===== src/rtl/olpr_pkg.sv =====
package olpr_pkg;

    localparam int CMD_W    = 2;
    localparam int PLATE_W  = 64;
    localparam int POS_W    = 6;
    localparam int STATUS_W = 3;
    localparam int SLOT_W   = 6;
    localparam int OCC_W    = 6;

    localparam logic [CMD_W-1:0] CMD_APPEND = 2'd0;
    localparam logic [CMD_W-1:0] CMD_REMOVE = 2'd1;
    localparam logic [CMD_W-1:0] CMD_LIST   = 2'd2;

    localparam logic [STATUS_W-1:0] ST_ADDED   = 3'd0;
    localparam logic [STATUS_W-1:0] ST_REMOVED = 3'd1;
    localparam logic [STATUS_W-1:0] ST_LISTED  = 3'd2;
    localparam logic [STATUS_W-1:0] ST_FULL    = 3'd3;
    localparam logic [STATUS_W-1:0] ST_EMPTY   = 3'd4;
    localparam logic [STATUS_W-1:0] ST_BADPOS  = 3'd5;

    typedef struct packed {
        logic                mem_we;
        logic                wr_from_rd;
        logic                mem_re;
        logic                cnt_inc;
        logic                cnt_dec;
        logic                out_load;
        logic [STATUS_W-1:0] out_status;
        logic                out_last;
    } t_dp_ctl;

endpackage


===== src/rtl/olpr_datapath.sv =====
module olpr_datapath
    import olpr_pkg::*;
#(
    parameter int CAPACITY = 32,
    parameter int CW       = $clog2(CAPACITY + 1),
    parameter int AW       = (CAPACITY > 1) ? $clog2(CAPACITY) : 1
) (
    input  logic                i_clk,
    input  logic                i_rst_n,
    input  t_dp_ctl             i_ctl,
    input  logic [AW-1:0]       i_waddr,
    input  logic [AW-1:0]       i_raddr,
    input  logic [CW-1:0]       i_slot,
    input  logic [PLATE_W-1:0]  i_plate,
    input  logic                i_out_stall,
    output logic [CW-1:0]       o_count,
    output logic                o_out_busy,
    output logic                o_out_valid,
    output logic [STATUS_W-1:0] o_status,
    output logic [SLOT_W-1:0]   o_slot,
    output logic [PLATE_W-1:0]  o_entry,
    output logic [OCC_W-1:0]    o_occupancy,
    output logic                o_last
);

    logic [PLATE_W-1:0] r_mem [CAPACITY];
    logic [PLATE_W-1:0] r_rdata;
    logic [PLATE_W-1:0] n_wdata;
    logic [CW-1:0]      r_count;
    logic [CW-1:0]      n_count;
    logic               r_out_valid;
    logic               n_out_valid;
    logic [STATUS_W-1:0] r_status;
    logic [SLOT_W-1:0]  r_slot;
    logic [PLATE_W-1:0] r_entry;
    logic [OCC_W-1:0]   r_occupancy;
    logic               r_last;
    logic               is_listed;

    assign n_wdata   = i_ctl.wr_from_rd ? r_rdata : i_plate;
    assign is_listed = (i_ctl.out_status == ST_LISTED);

    always_ff @(posedge i_clk) begin
        if (i_ctl.mem_we) begin
            r_mem[i_waddr] <= n_wdata;
        end
        if (i_ctl.mem_re) begin
            r_rdata <= r_mem[i_raddr];
        end
    end

    always_comb begin
        priority if (i_ctl.cnt_inc) begin
            n_count = r_count + CW'(1);
        end else if (i_ctl.cnt_dec) begin
            n_count = r_count - CW'(1);
        end else begin
            n_count = r_count;
        end
    end

    always_comb begin
        priority if (i_ctl.out_load) begin
            n_out_valid = 1'b1;
        end else if (!i_out_stall) begin
            n_out_valid = 1'b0;
        end else begin
            n_out_valid = r_out_valid;
        end
    end

    always_ff @(posedge i_clk) begin
        if (!i_rst_n) begin
            r_count     <= '0;
            r_out_valid <= 1'b0;
        end else begin
            r_count     <= n_count;
            r_out_valid <= n_out_valid;
        end
    end

    always_ff @(posedge i_clk) begin
        if (i_ctl.out_load) begin
            r_status    <= i_ctl.out_status;
            r_slot      <= is_listed ? SLOT_W'(i_slot) : '0;
            r_entry     <= is_listed ? r_rdata : '0;
            r_occupancy <= OCC_W'(n_count);
            r_last      <= i_ctl.out_last;
        end
    end

    assign o_count     = r_count;
    assign o_out_busy  = r_out_valid && i_out_stall;
    assign o_out_valid = r_out_valid;
    assign o_status    = r_status;
    assign o_slot      = r_slot;
    assign o_entry     = r_entry;
    assign o_occupancy = r_occupancy;
    assign o_last      = r_last;

endmodule


===== src/rtl/olpr_ctrl.sv =====
module olpr_ctrl
    import olpr_pkg::*;
#(
    parameter int CAPACITY = 32,
    parameter int CW       = $clog2(CAPACITY + 1),
    parameter int AW       = (CAPACITY > 1) ? $clog2(CAPACITY) : 1
) (
    input  logic             i_clk,
    input  logic             i_rst_n,
    input  logic             i_in_valid,
    input  logic [CMD_W-1:0] i_cmd,
    input  logic [POS_W-1:0] i_position,
    output logic             o_in_stall,
    input  logic [CW-1:0]    i_count,
    input  logic             i_out_busy,
    output t_dp_ctl          o_ctl,
    output logic [AW-1:0]    o_waddr,
    output logic [AW-1:0]    o_raddr,
    output logic [CW-1:0]    o_slot
);

    localparam int WW = CW + POS_W;

    localparam logic [1:0] S_IDLE  = 2'd0;
    localparam logic [1:0] S_SHIFT = 2'd1;
    localparam logic [1:0] S_LIST  = 2'd2;

    logic [1:0]    r_state;
    logic [1:0]    n_state;
    logic [CW-1:0] r_idx;
    logic [CW-1:0] n_idx;
    logic [CW-1:0] idx_p1;
    logic [CW-1:0] idx_m1;
    logic [WW-1:0] pos_ext;
    logic [WW-1:0] cnt_ext;
    logic          accept;
    logic          is_full;
    logic          is_empty;

    assign o_in_stall = (r_state != S_IDLE) || i_out_busy;
    assign accept     = i_in_valid && !o_in_stall;
    assign idx_p1     = r_idx + CW'(1);
    assign idx_m1     = r_idx - CW'(1);
    assign pos_ext    = WW'(i_position);
    assign cnt_ext    = WW'(i_count);
    assign is_full    = (i_count == CW'(CAPACITY));
    assign is_empty   = (i_count == '0);

    always_comb begin
        n_state = r_state;
        n_idx   = r_idx;
        o_ctl   = '0;
        o_waddr = '0;
        o_raddr = '0;
        o_slot  = '0;
        unique case (r_state)
            S_IDLE: begin
                if (accept) begin
                    unique case (i_cmd)
                        CMD_APPEND: begin
                            o_ctl.out_load = 1'b1;
                            o_ctl.out_last = 1'b1;
                            if (is_full) begin
                                o_ctl.out_status = ST_FULL;
                            end else begin
                                o_ctl.mem_we     = 1'b1;
                                o_waddr          = i_count[AW-1:0];
                                o_ctl.cnt_inc    = 1'b1;
                                o_ctl.out_status = ST_ADDED;
                            end
                        end
                        CMD_REMOVE: begin
                            priority if (is_empty) begin
                                o_ctl.out_load   = 1'b1;
                                o_ctl.out_last   = 1'b1;
                                o_ctl.out_status = ST_EMPTY;
                            end else if (pos_ext == '0 || pos_ext > cnt_ext) begin
                                o_ctl.out_load   = 1'b1;
                                o_ctl.out_last   = 1'b1;
                                o_ctl.out_status = ST_BADPOS;
                            end else if (pos_ext == cnt_ext) begin
                                o_ctl.cnt_dec    = 1'b1;
                                o_ctl.out_load   = 1'b1;
                                o_ctl.out_last   = 1'b1;
                                o_ctl.out_status = ST_REMOVED;
                            end else begin
                                o_ctl.mem_re = 1'b1;
                                o_raddr      = pos_ext[AW-1:0];
                                n_idx        = pos_ext[CW-1:0];
                                n_state      = S_SHIFT;
                            end
                        end
                        CMD_LIST: begin
                            if (is_empty) begin
                                o_ctl.out_load   = 1'b1;
                                o_ctl.out_last   = 1'b1;
                                o_ctl.out_status = ST_EMPTY;
                            end else begin
                                o_ctl.mem_re = 1'b1;
                                o_raddr      = '0;
                                n_idx        = CW'(1);
                                n_state      = S_LIST;
                            end
                        end
                        default: begin
                        end
                    endcase
                end
            end
            S_SHIFT: begin
                o_ctl.mem_we     = 1'b1;
                o_ctl.wr_from_rd = 1'b1;
                o_waddr          = idx_m1[AW-1:0];
                if (idx_p1 == i_count) begin
                    o_ctl.cnt_dec    = 1'b1;
                    o_ctl.out_load   = 1'b1;
                    o_ctl.out_last   = 1'b1;
                    o_ctl.out_status = ST_REMOVED;
                    n_state          = S_IDLE;
                end else begin
                    o_ctl.mem_re = 1'b1;
                    o_raddr      = idx_p1[AW-1:0];
                    n_idx        = idx_p1;
                end
            end
            S_LIST: begin
                if (!i_out_busy) begin
                    o_ctl.out_load   = 1'b1;
                    o_ctl.out_status = ST_LISTED;
                    o_slot           = r_idx;
                    if (r_idx == i_count) begin
                        o_ctl.out_last = 1'b1;
                        n_state        = S_IDLE;
                    end else begin
                        o_ctl.mem_re = 1'b1;
                        o_raddr      = r_idx[AW-1:0];
                        n_idx        = idx_p1;
                    end
                end
            end
            default: begin
                n_state = S_IDLE;
            end
        endcase
    end

    always_ff @(posedge i_clk) begin
        if (!i_rst_n) begin
            r_state <= S_IDLE;
            r_idx   <= '0;
        end else begin
            r_state <= n_state;
            r_idx   <= n_idx;
        end
    end

    a_list_idx: assert property (@(posedge i_clk) disable iff (!i_rst_n)
        (r_state == S_LIST) |-> (r_idx != '0 && r_idx <= i_count))
        else $error("list index out of range");

    a_shift_idx: assert property (@(posedge i_clk) disable iff (!i_rst_n)
        (r_state == S_SHIFT) |-> (r_idx != '0 && r_idx < i_count))
        else $error("shift index out of range");

    a_load_free: assert property (@(posedge i_clk) disable iff (!i_rst_n)
        o_ctl.out_load |-> !i_out_busy)
        else $error("result loaded while output register held");

    a_no_overfill: assert property (@(posedge i_clk) disable iff (!i_rst_n)
        o_ctl.cnt_inc |-> !is_full)
        else $error("append past capacity");

    a_shift_done: assert property (@(posedge i_clk) disable iff (!i_rst_n)
        (r_state == S_SHIFT && o_ctl.out_load) |=> (r_state == S_IDLE))
        else $error("shift did not return to idle");

endmodule


===== src/rtl/ordered_list_positional_remove_core.sv =====
// Channel | Valid      | Stall       | Payload
// input   | i_in_valid | o_in_stall  | i_cmd, i_plate, i_position
// output  | o_out_valid| i_out_stall | o_status, o_slot, o_entry, o_occupancy, o_last
//
// Append, and a remove of the tail entry or a rejected command, load the result straight from the idle state.
// Remove at position p of n entries moves n - p entries through the slot memory,
// one read and one write per cycle.
// List emits one entry per cycle, while the output is not stalled, from the registered memory read.
// Reset clears the count and the controller; the slot memory is not cleared.
// An output stall holds the result register and pauses list and input accept.
module ordered_list_positional_remove_core
    import olpr_pkg::*;
#(
    parameter int CAPACITY = 32
) (
    input  logic                i_clk,
    input  logic                i_rst_n,
    input  logic                i_in_valid,
    output logic                o_in_stall,
    input  logic [CMD_W-1:0]    i_cmd,
    input  logic [PLATE_W-1:0]  i_plate,
    input  logic [POS_W-1:0]    i_position,
    output logic                o_out_valid,
    input  logic                i_out_stall,
    output logic [STATUS_W-1:0] o_status,
    output logic [SLOT_W-1:0]   o_slot,
    output logic [PLATE_W-1:0]  o_entry,
    output logic [OCC_W-1:0]    o_occupancy,
    output logic                o_last
);

    localparam int CW = $clog2(CAPACITY + 1);
    localparam int AW = (CAPACITY > 1) ? $clog2(CAPACITY) : 1;

    t_dp_ctl       ctl;
    logic [AW-1:0] waddr;
    logic [AW-1:0] raddr;
    logic [CW-1:0] slot;
    logic [CW-1:0] count;
    logic          out_busy;

    olpr_ctrl #(
        .CAPACITY (CAPACITY),
        .CW       (CW),
        .AW       (AW)
    ) u_ctrl (
        .i_clk      (i_clk),
        .i_rst_n    (i_rst_n),
        .i_in_valid (i_in_valid),
        .i_cmd      (i_cmd),
        .i_position (i_position),
        .o_in_stall (o_in_stall),
        .i_count    (count),
        .i_out_busy (out_busy),
        .o_ctl      (ctl),
        .o_waddr    (waddr),
        .o_raddr    (raddr),
        .o_slot     (slot)
    );

    olpr_datapath #(
        .CAPACITY (CAPACITY),
        .CW       (CW),
        .AW       (AW)
    ) u_datapath (
        .i_clk       (i_clk),
        .i_rst_n     (i_rst_n),
        .i_ctl       (ctl),
        .i_waddr     (waddr),
        .i_raddr     (raddr),
        .i_slot      (slot),
        .i_plate     (i_plate),
        .i_out_stall (i_out_stall),
        .o_count     (count),
        .o_out_busy  (out_busy),
        .o_out_valid (o_out_valid),
        .o_status    (o_status),
        .o_slot      (o_slot),
        .o_entry     (o_entry),
        .o_occupancy (o_occupancy),
        .o_last      (o_last)
    );

endmodule

===== config.mk =====
export PLATFORM = sky130hd
export DESIGN_NAME = ordered_list_positional_remove_core
export DESIGN_NICKNAME = d
export VERILOG_FILES = /design/src/rtl/olpr_pkg.sv /design/src/rtl/olpr_datapath.sv /design/src/rtl/olpr_ctrl.sv /design/src/rtl/ordered_list_positional_remove_core.sv
export SDC_FILE = /design/constraint.sdc
export NUM_CORES = 2
export LEC_CHECK = 0
export ABC_AREA = 1
export BUFFER_PORTS_ARGS = -buffer_cell sky130_fd_sc_hd__buf_2
export CAP_MARGIN = 20
export CORE_MARGIN = 3
export CORE_UTILIZATION = 50
export DETAILED_ROUTE_END_ITERATION = 8
export PLACE_DENSITY_LB_ADDON = 0.08
export SYNTH_ARGS = -nofsm -noshare
export SYNTH_HDL_FRONTEND = slang
export SYNTH_HIERARCHICAL = 1
export SYNTH_SLANG_ARGS = --single-unit

===== constraint.sdc =====
create_clock -name i_clk -period 6.7 [get_ports i_clk]
set_input_delay 0.335 -clock i_clk [delete_from_list [all_inputs] [get_ports i_clk]]
set_output_delay 0.335 -clock i_clk [all_outputs]
set_load 0.1 [all_outputs]

**Word level (Yosys, flattened, before mapping)**

Memories as Yosys holds them, arrays and structs flattened. A register that Yosys moved wholly into a read port is not among the register bits.
Cells that the tools add are included.

- Register bits: 95
- RAM bits: 2048
- Input bits: 76
- Output and inout bits: 82
- Logic and storage cells: 122
- Memories: 1

Memories:

| name | depth | bits a word | rd ports | clocked after Yosys merged registers in | wr ports | RTL line | text |
|---|---|---|---|---|---|---|---|
| u_datapath.r_mem | 32 | 64 | 1 | 1 | 1 | olpr_datapath.sv:26 | `logic [PLATE_W-1:0] r_mem [CAPACITY];` |

- Add/subtract/negate cells: 4
- Order comparisons: 1
- Equal/unequal tests: 21
- Muxes and demuxes: 70
- Bitwise logic cells: 2
- Reductions and logical operators: 14

Operators with widths:

| kind | number |
|---|---|
| $mux W5 | 15 |
| $mux W6 | 12 |
| $mux W64 | 1 |
| $pmux W5 S3 | 3 |
| $mux W1 | 20 |
| $eq A6 B6 Y1 | 3 |
| $mux W2 | 9 |
| $pmux W6 S3 | 1 |
| $ne A3 B3 Y1 const B | 5 |
| $add A6 B1 Y6 const B | 2 |
| $logic_not A12 Y1 | 1 |
| $pmux W6 S2 | 1 |
| $pmux W5 S2 | 1 |
| $reduce_and A10 Y1 | 1 |
| $reduce_and A9 Y1 | 1 |
| $mux W8 | 1 |
| $ne A2 B1 Y1 const B | 4 |
| $eq A6 B6 Y1 const B | 1 |
| $gt A6 B6 Y1 | 1 |
| $logic_not A6 Y1 | 1 |
| $ne A2 B2 Y1 const B | 3 |
| $pmux W1 S2 | 3 |
| $pmux W2 S3 | 1 |
| $sub A6 B1 Y6 const B | 1 |
| 14 further kinds | 20 |

**Logic depth before layout (Yosys ltp)**

- Depth in word-level cells: 10
- Depth in mapped cells: 26
- Mapped depth without buffers: 23

**Modules after synthesis**

Netlist, hierarchy kept.

By module, submodules not included:

| module | instances | cells each | area each (µm²) | seq. area each (µm²) |
|---|---|---|---|---|
| olpr_datapath | 1 | 7142 | 87528.9 | 65963.3 |
| olpr_ctrl | 1 | 301 | 1717.9 | 160.2 |

**Worst setup path after synthesis**

Ideal clock, no wire load.

- Path kind: register -> register
- From: register u_ctrl.r_idx[0]
- To: register u_datapath.r_entry[0], in the netlist u_datapath/o_entry[0], enable pin
- Library setup time: 547 ps
- Arrival time: 5477 ps
- Setup slack: 676 ps
- Cell stages (with the launch flop): 13
- Path buffers: 0
- Clock period less this slack: 6024 ps
- Cells stage by stage: dfxtp_1 inv_2 ha_1 inv_1 nand2_1 nand2_1 nor2_1 nand2_1 nor2_4 nand4_4 nand2_1 inv_1 a21oi_1

RTL lines:

| element | RTL line | text |
|---|---|---|
| from (decl) | olpr_ctrl.sv:30 | `logic [CW-1:0] r_idx;` |
| from (signal assigned) | olpr_ctrl.sv:153 | `r_idx <= n_idx;` |
| to (signal assigned) | olpr_datapath.sv:86 | `r_entry <= is_listed ? r_rdata : '0;` |
| to (decl) | olpr_datapath.sv:35 | `logic [PLATE_W-1:0] r_entry;` |

==> results.cfg <==
[status]
outcome = complete, no violations

[timing]
relSlewSlack = 0.132
rsz0062_at_grt = no
setup_tns_ps = 0
skew_ps = 28.6
finalSetupViolCount = 0
tightestPinTransition_ps = 1300
timing.final.crit_share = 0.731
setup_slack_ps = 1800
finalCriticalPeriod_ps = 4900
hold_slack_ps = 51.3
drv_slew = 0
clock.fmax_ghz = 0.204
hold_viol_final = 0

[floorplanning]
io_pins = 158
fp.dieH_um = 428
die_area_sq_um = 184000
start_util = 0.505
num_rows = 154
die_x_um = 428
core_sq_um = 177000

[critical_path]
crit_slowest_cell = nor2_4
critical_path_class = flip-flop to flip-flop
required_ps = 7200
worstPathArrival_ps = 5400
path_common_cell = inv_1
cp-end-kind = flip-flop
start_kind = flip-flop
max_stage_delay_ps = 1110
r2r_cells = 9
worstPathMaxFanout = 15
path_cells = inv_1 -> ha_1 -> nand3_2 -> inv_1 -> nand2_1 -> o21ai_0 -> nand3_1 -> nor2_4 -> buf_4

[min_path]
hold_depth = 3
min_path_type = input pin to flip-flop

[clock_network]
cts_tree = yes
cts_htree_levels = 4
worstSkewPairLatency_ps = 860
clk_pin_slew_ps = 60
cts-root-buf = clkbuf_16
cts-resized-gates = 0
postCtsSetupBuffers = 0
clockBufferDepth = 3
cts_sinks = 2207
numCtsBuffers = 223

[layout]
layout-drive-gt1-share = 0.101
finalNetCount = 7684
stdcell_count = 10100
num_antenna_cells = 0
area_growth_pct = 13.0
fillCellCount = 14400

[power]
p_sw_mw = 13.1
ir_drop_mv = 0.300
clkPwrFrac = 0.306
p_int_mw = 26.0
total_power_mw = 39.1
power.density_nw_per_um2 = 388
swShare = 0.336
combPwrFrac = 0.256
p_leak_nw = 35.9
p_seq_frac = 0.438

[logic_synthesis]
synth_edf_count = 2192
synth_flop_cell = edfxtp_1
async_flop_share = 0
syn_nets = 7537
ys_top_cells_by_count = nand2_1 (2,364), edfxtp_1 (2,192), nand3_1 (1,882)
synth_largest_area_cell = edfxtp_1
netlist_instances = 7443
synth_top_area_share = 0.738
synth_seq_cells = 2207
yosysMostFrequentCell = nand2_1
seq_area_frac_synth = 0.741
avgSynthCellArea_sq_um = 12.0
synthDistinctLibCells = 42
synth_area_leaders = edfxtp_1 (74%), nand3_1 (11%), nand2_1 (9.9%), buf_2 (1.6%), nor2_1 (0.92%)
ys_warn_count = 6
syn_area_sq_um = 89200

[placed_design]
portBuffers = 157
gp_congestion = 0.868
dp_slack_ps = 1840
place_inst = 9673
dp_hpwl_um = 126000

[route]
drcViolationCount = 0
wire_per_inst_um = 26.1
vias = 59200
wl_um = 263000
drt_iter0_drc = 7312
met2_length_um = 125000
first_pass_iters = 6
final_antenna_net_count = 0
top_layer = met4
wl_met1_um = 111000
dr_wl_met3_um = 21400
via_per_inst = 5.85

[grt]
grt_pass1_vias = 55700
grt_pass1_wl_um = 385000
grt_antenna_before_repair = 1
grt_max_degree = 221
gr-total-overflow = 0
grt_usage = 0.282

[run]
max_cap_violations = 0
state kept, by name, summed over array words and instances (netlist names):
name,count
u_datapath/r_rdata,64
u_datapath/o_entry,64
u_datapath/o_count,6
u_datapath/o_occupancy,6
u_datapath/r_mem,2048
u_ctrl/r_idx,6
u_datapath/o_slot,6
u_datapath/o_status,3
u_datapath/o_out_valid,1
u_ctrl/r_state,2
u_datapath/o_last,1
cells in the final DEF, fill, tap and decap left out, types with 6 or more instances in the layout:
master / instances
nand2_1: 2364
edfxtp_1: 2192
nand3_1: 1882
clkbuf_16: 225
nor2_1: 185
buf_2: 157
inv_1: 130
buf_4: 121
clkinv_1: 54
clkbuf_1: 53
buf_12: 50
a21oi_2: 46
clkinv_2: 40
nor2_4: 37
buf_8: 29
dlygate4sd3_1: 26
a21oi_1: 22
ha_1: 17
o21ai_0: 15
dfxtp_1: 15
bufinv_16: 13
nand4_1: 7
clkinv_16: 6
nand2_2: 6
o22ai_1: 6
a21oi_4: 6
critical path: cells and delay by family (launching register included):
family	cells	cell delay, ps
simple gates	4	2270
flops	1	330
compound gates	1	770
fa+ha+maj	1	310
buf+inv	3	800
path summary, 6_finish.rpt:
| path | startpoint | end | slack, ps |
|---|---|---|---|
| hold / removal | i_plate[45] | u_datapath/r_mem[4][45] | 50 |
| hold reg to reg | u_datapath/r_rdata[23] | u_datapath/o_entry[23] | 550 |
| setup reg to reg | u_ctrl/r_state[1] | u_datapath/r_mem[23][10] | 1800 |
| setup / recovery | u_ctrl/r_state[1] | u_datapath/r_mem[23][10] | 1800 |
per-stage QoR:
step | util | instance area [sq um]
after floorplan | - | 89200
after global placement | 0.527 | 93100
after detailed placement | 0.529 | 93500
after CTS | 0.570 | 101000
after global routing | 0.571 | 101000
final | 0.571 | 101000
layout make-up:
type,instances,area (sq um),area share
Clock buffer,281,5870,0.0582
Inverter,145,606,0.00601
Multi-Input combinational cell,4629,20800,0.206
Timing Repair Buffer,384,3420,0.0339
Tap cell,2340,2930,0.0290
Sequential cell,2207,66100,0.656
Clock inverter,124,1090,0.0108
metal layers:
metal	vias to the layer above	track usage
li1	26600	-
met2	2635	0.452
met4	0	0.0711
met3	362	0.0397
met5	-	0
met1	29600	0.411
cell families after synthesis:
logic type / count (synthesis) / synth area share
buffers and inverters: 607 / 0.0318
and+or+nand+nor: 4503 / 0.218
DFF: 2207 / 0.741
AOI/OAI and AO/OA: 103 / 0.00622
xor gates and xnor gates: 5 / 0.000491
adders and majority gates: 18 / 0.00252
power groups by stage:
stage               registers (mW)  logic [mW]  clock network (mW)
global placement              17.4        9.73                   0
global route                  17.2        11.0                12.7
floorplan                     18.5        5.74                   0
CTS                           17.1        9.99                12.1
finish                        17.1        10.0                12.0
detailed placement            17.4        9.94                   0
what timing repair did:
action,in CTS,in global routing
hold buffers,24,2
hold endpoints to repair,185,10
endpoints found under the setup margin,0,0
No activity file was read; power rests on OpenSTA's default activity.
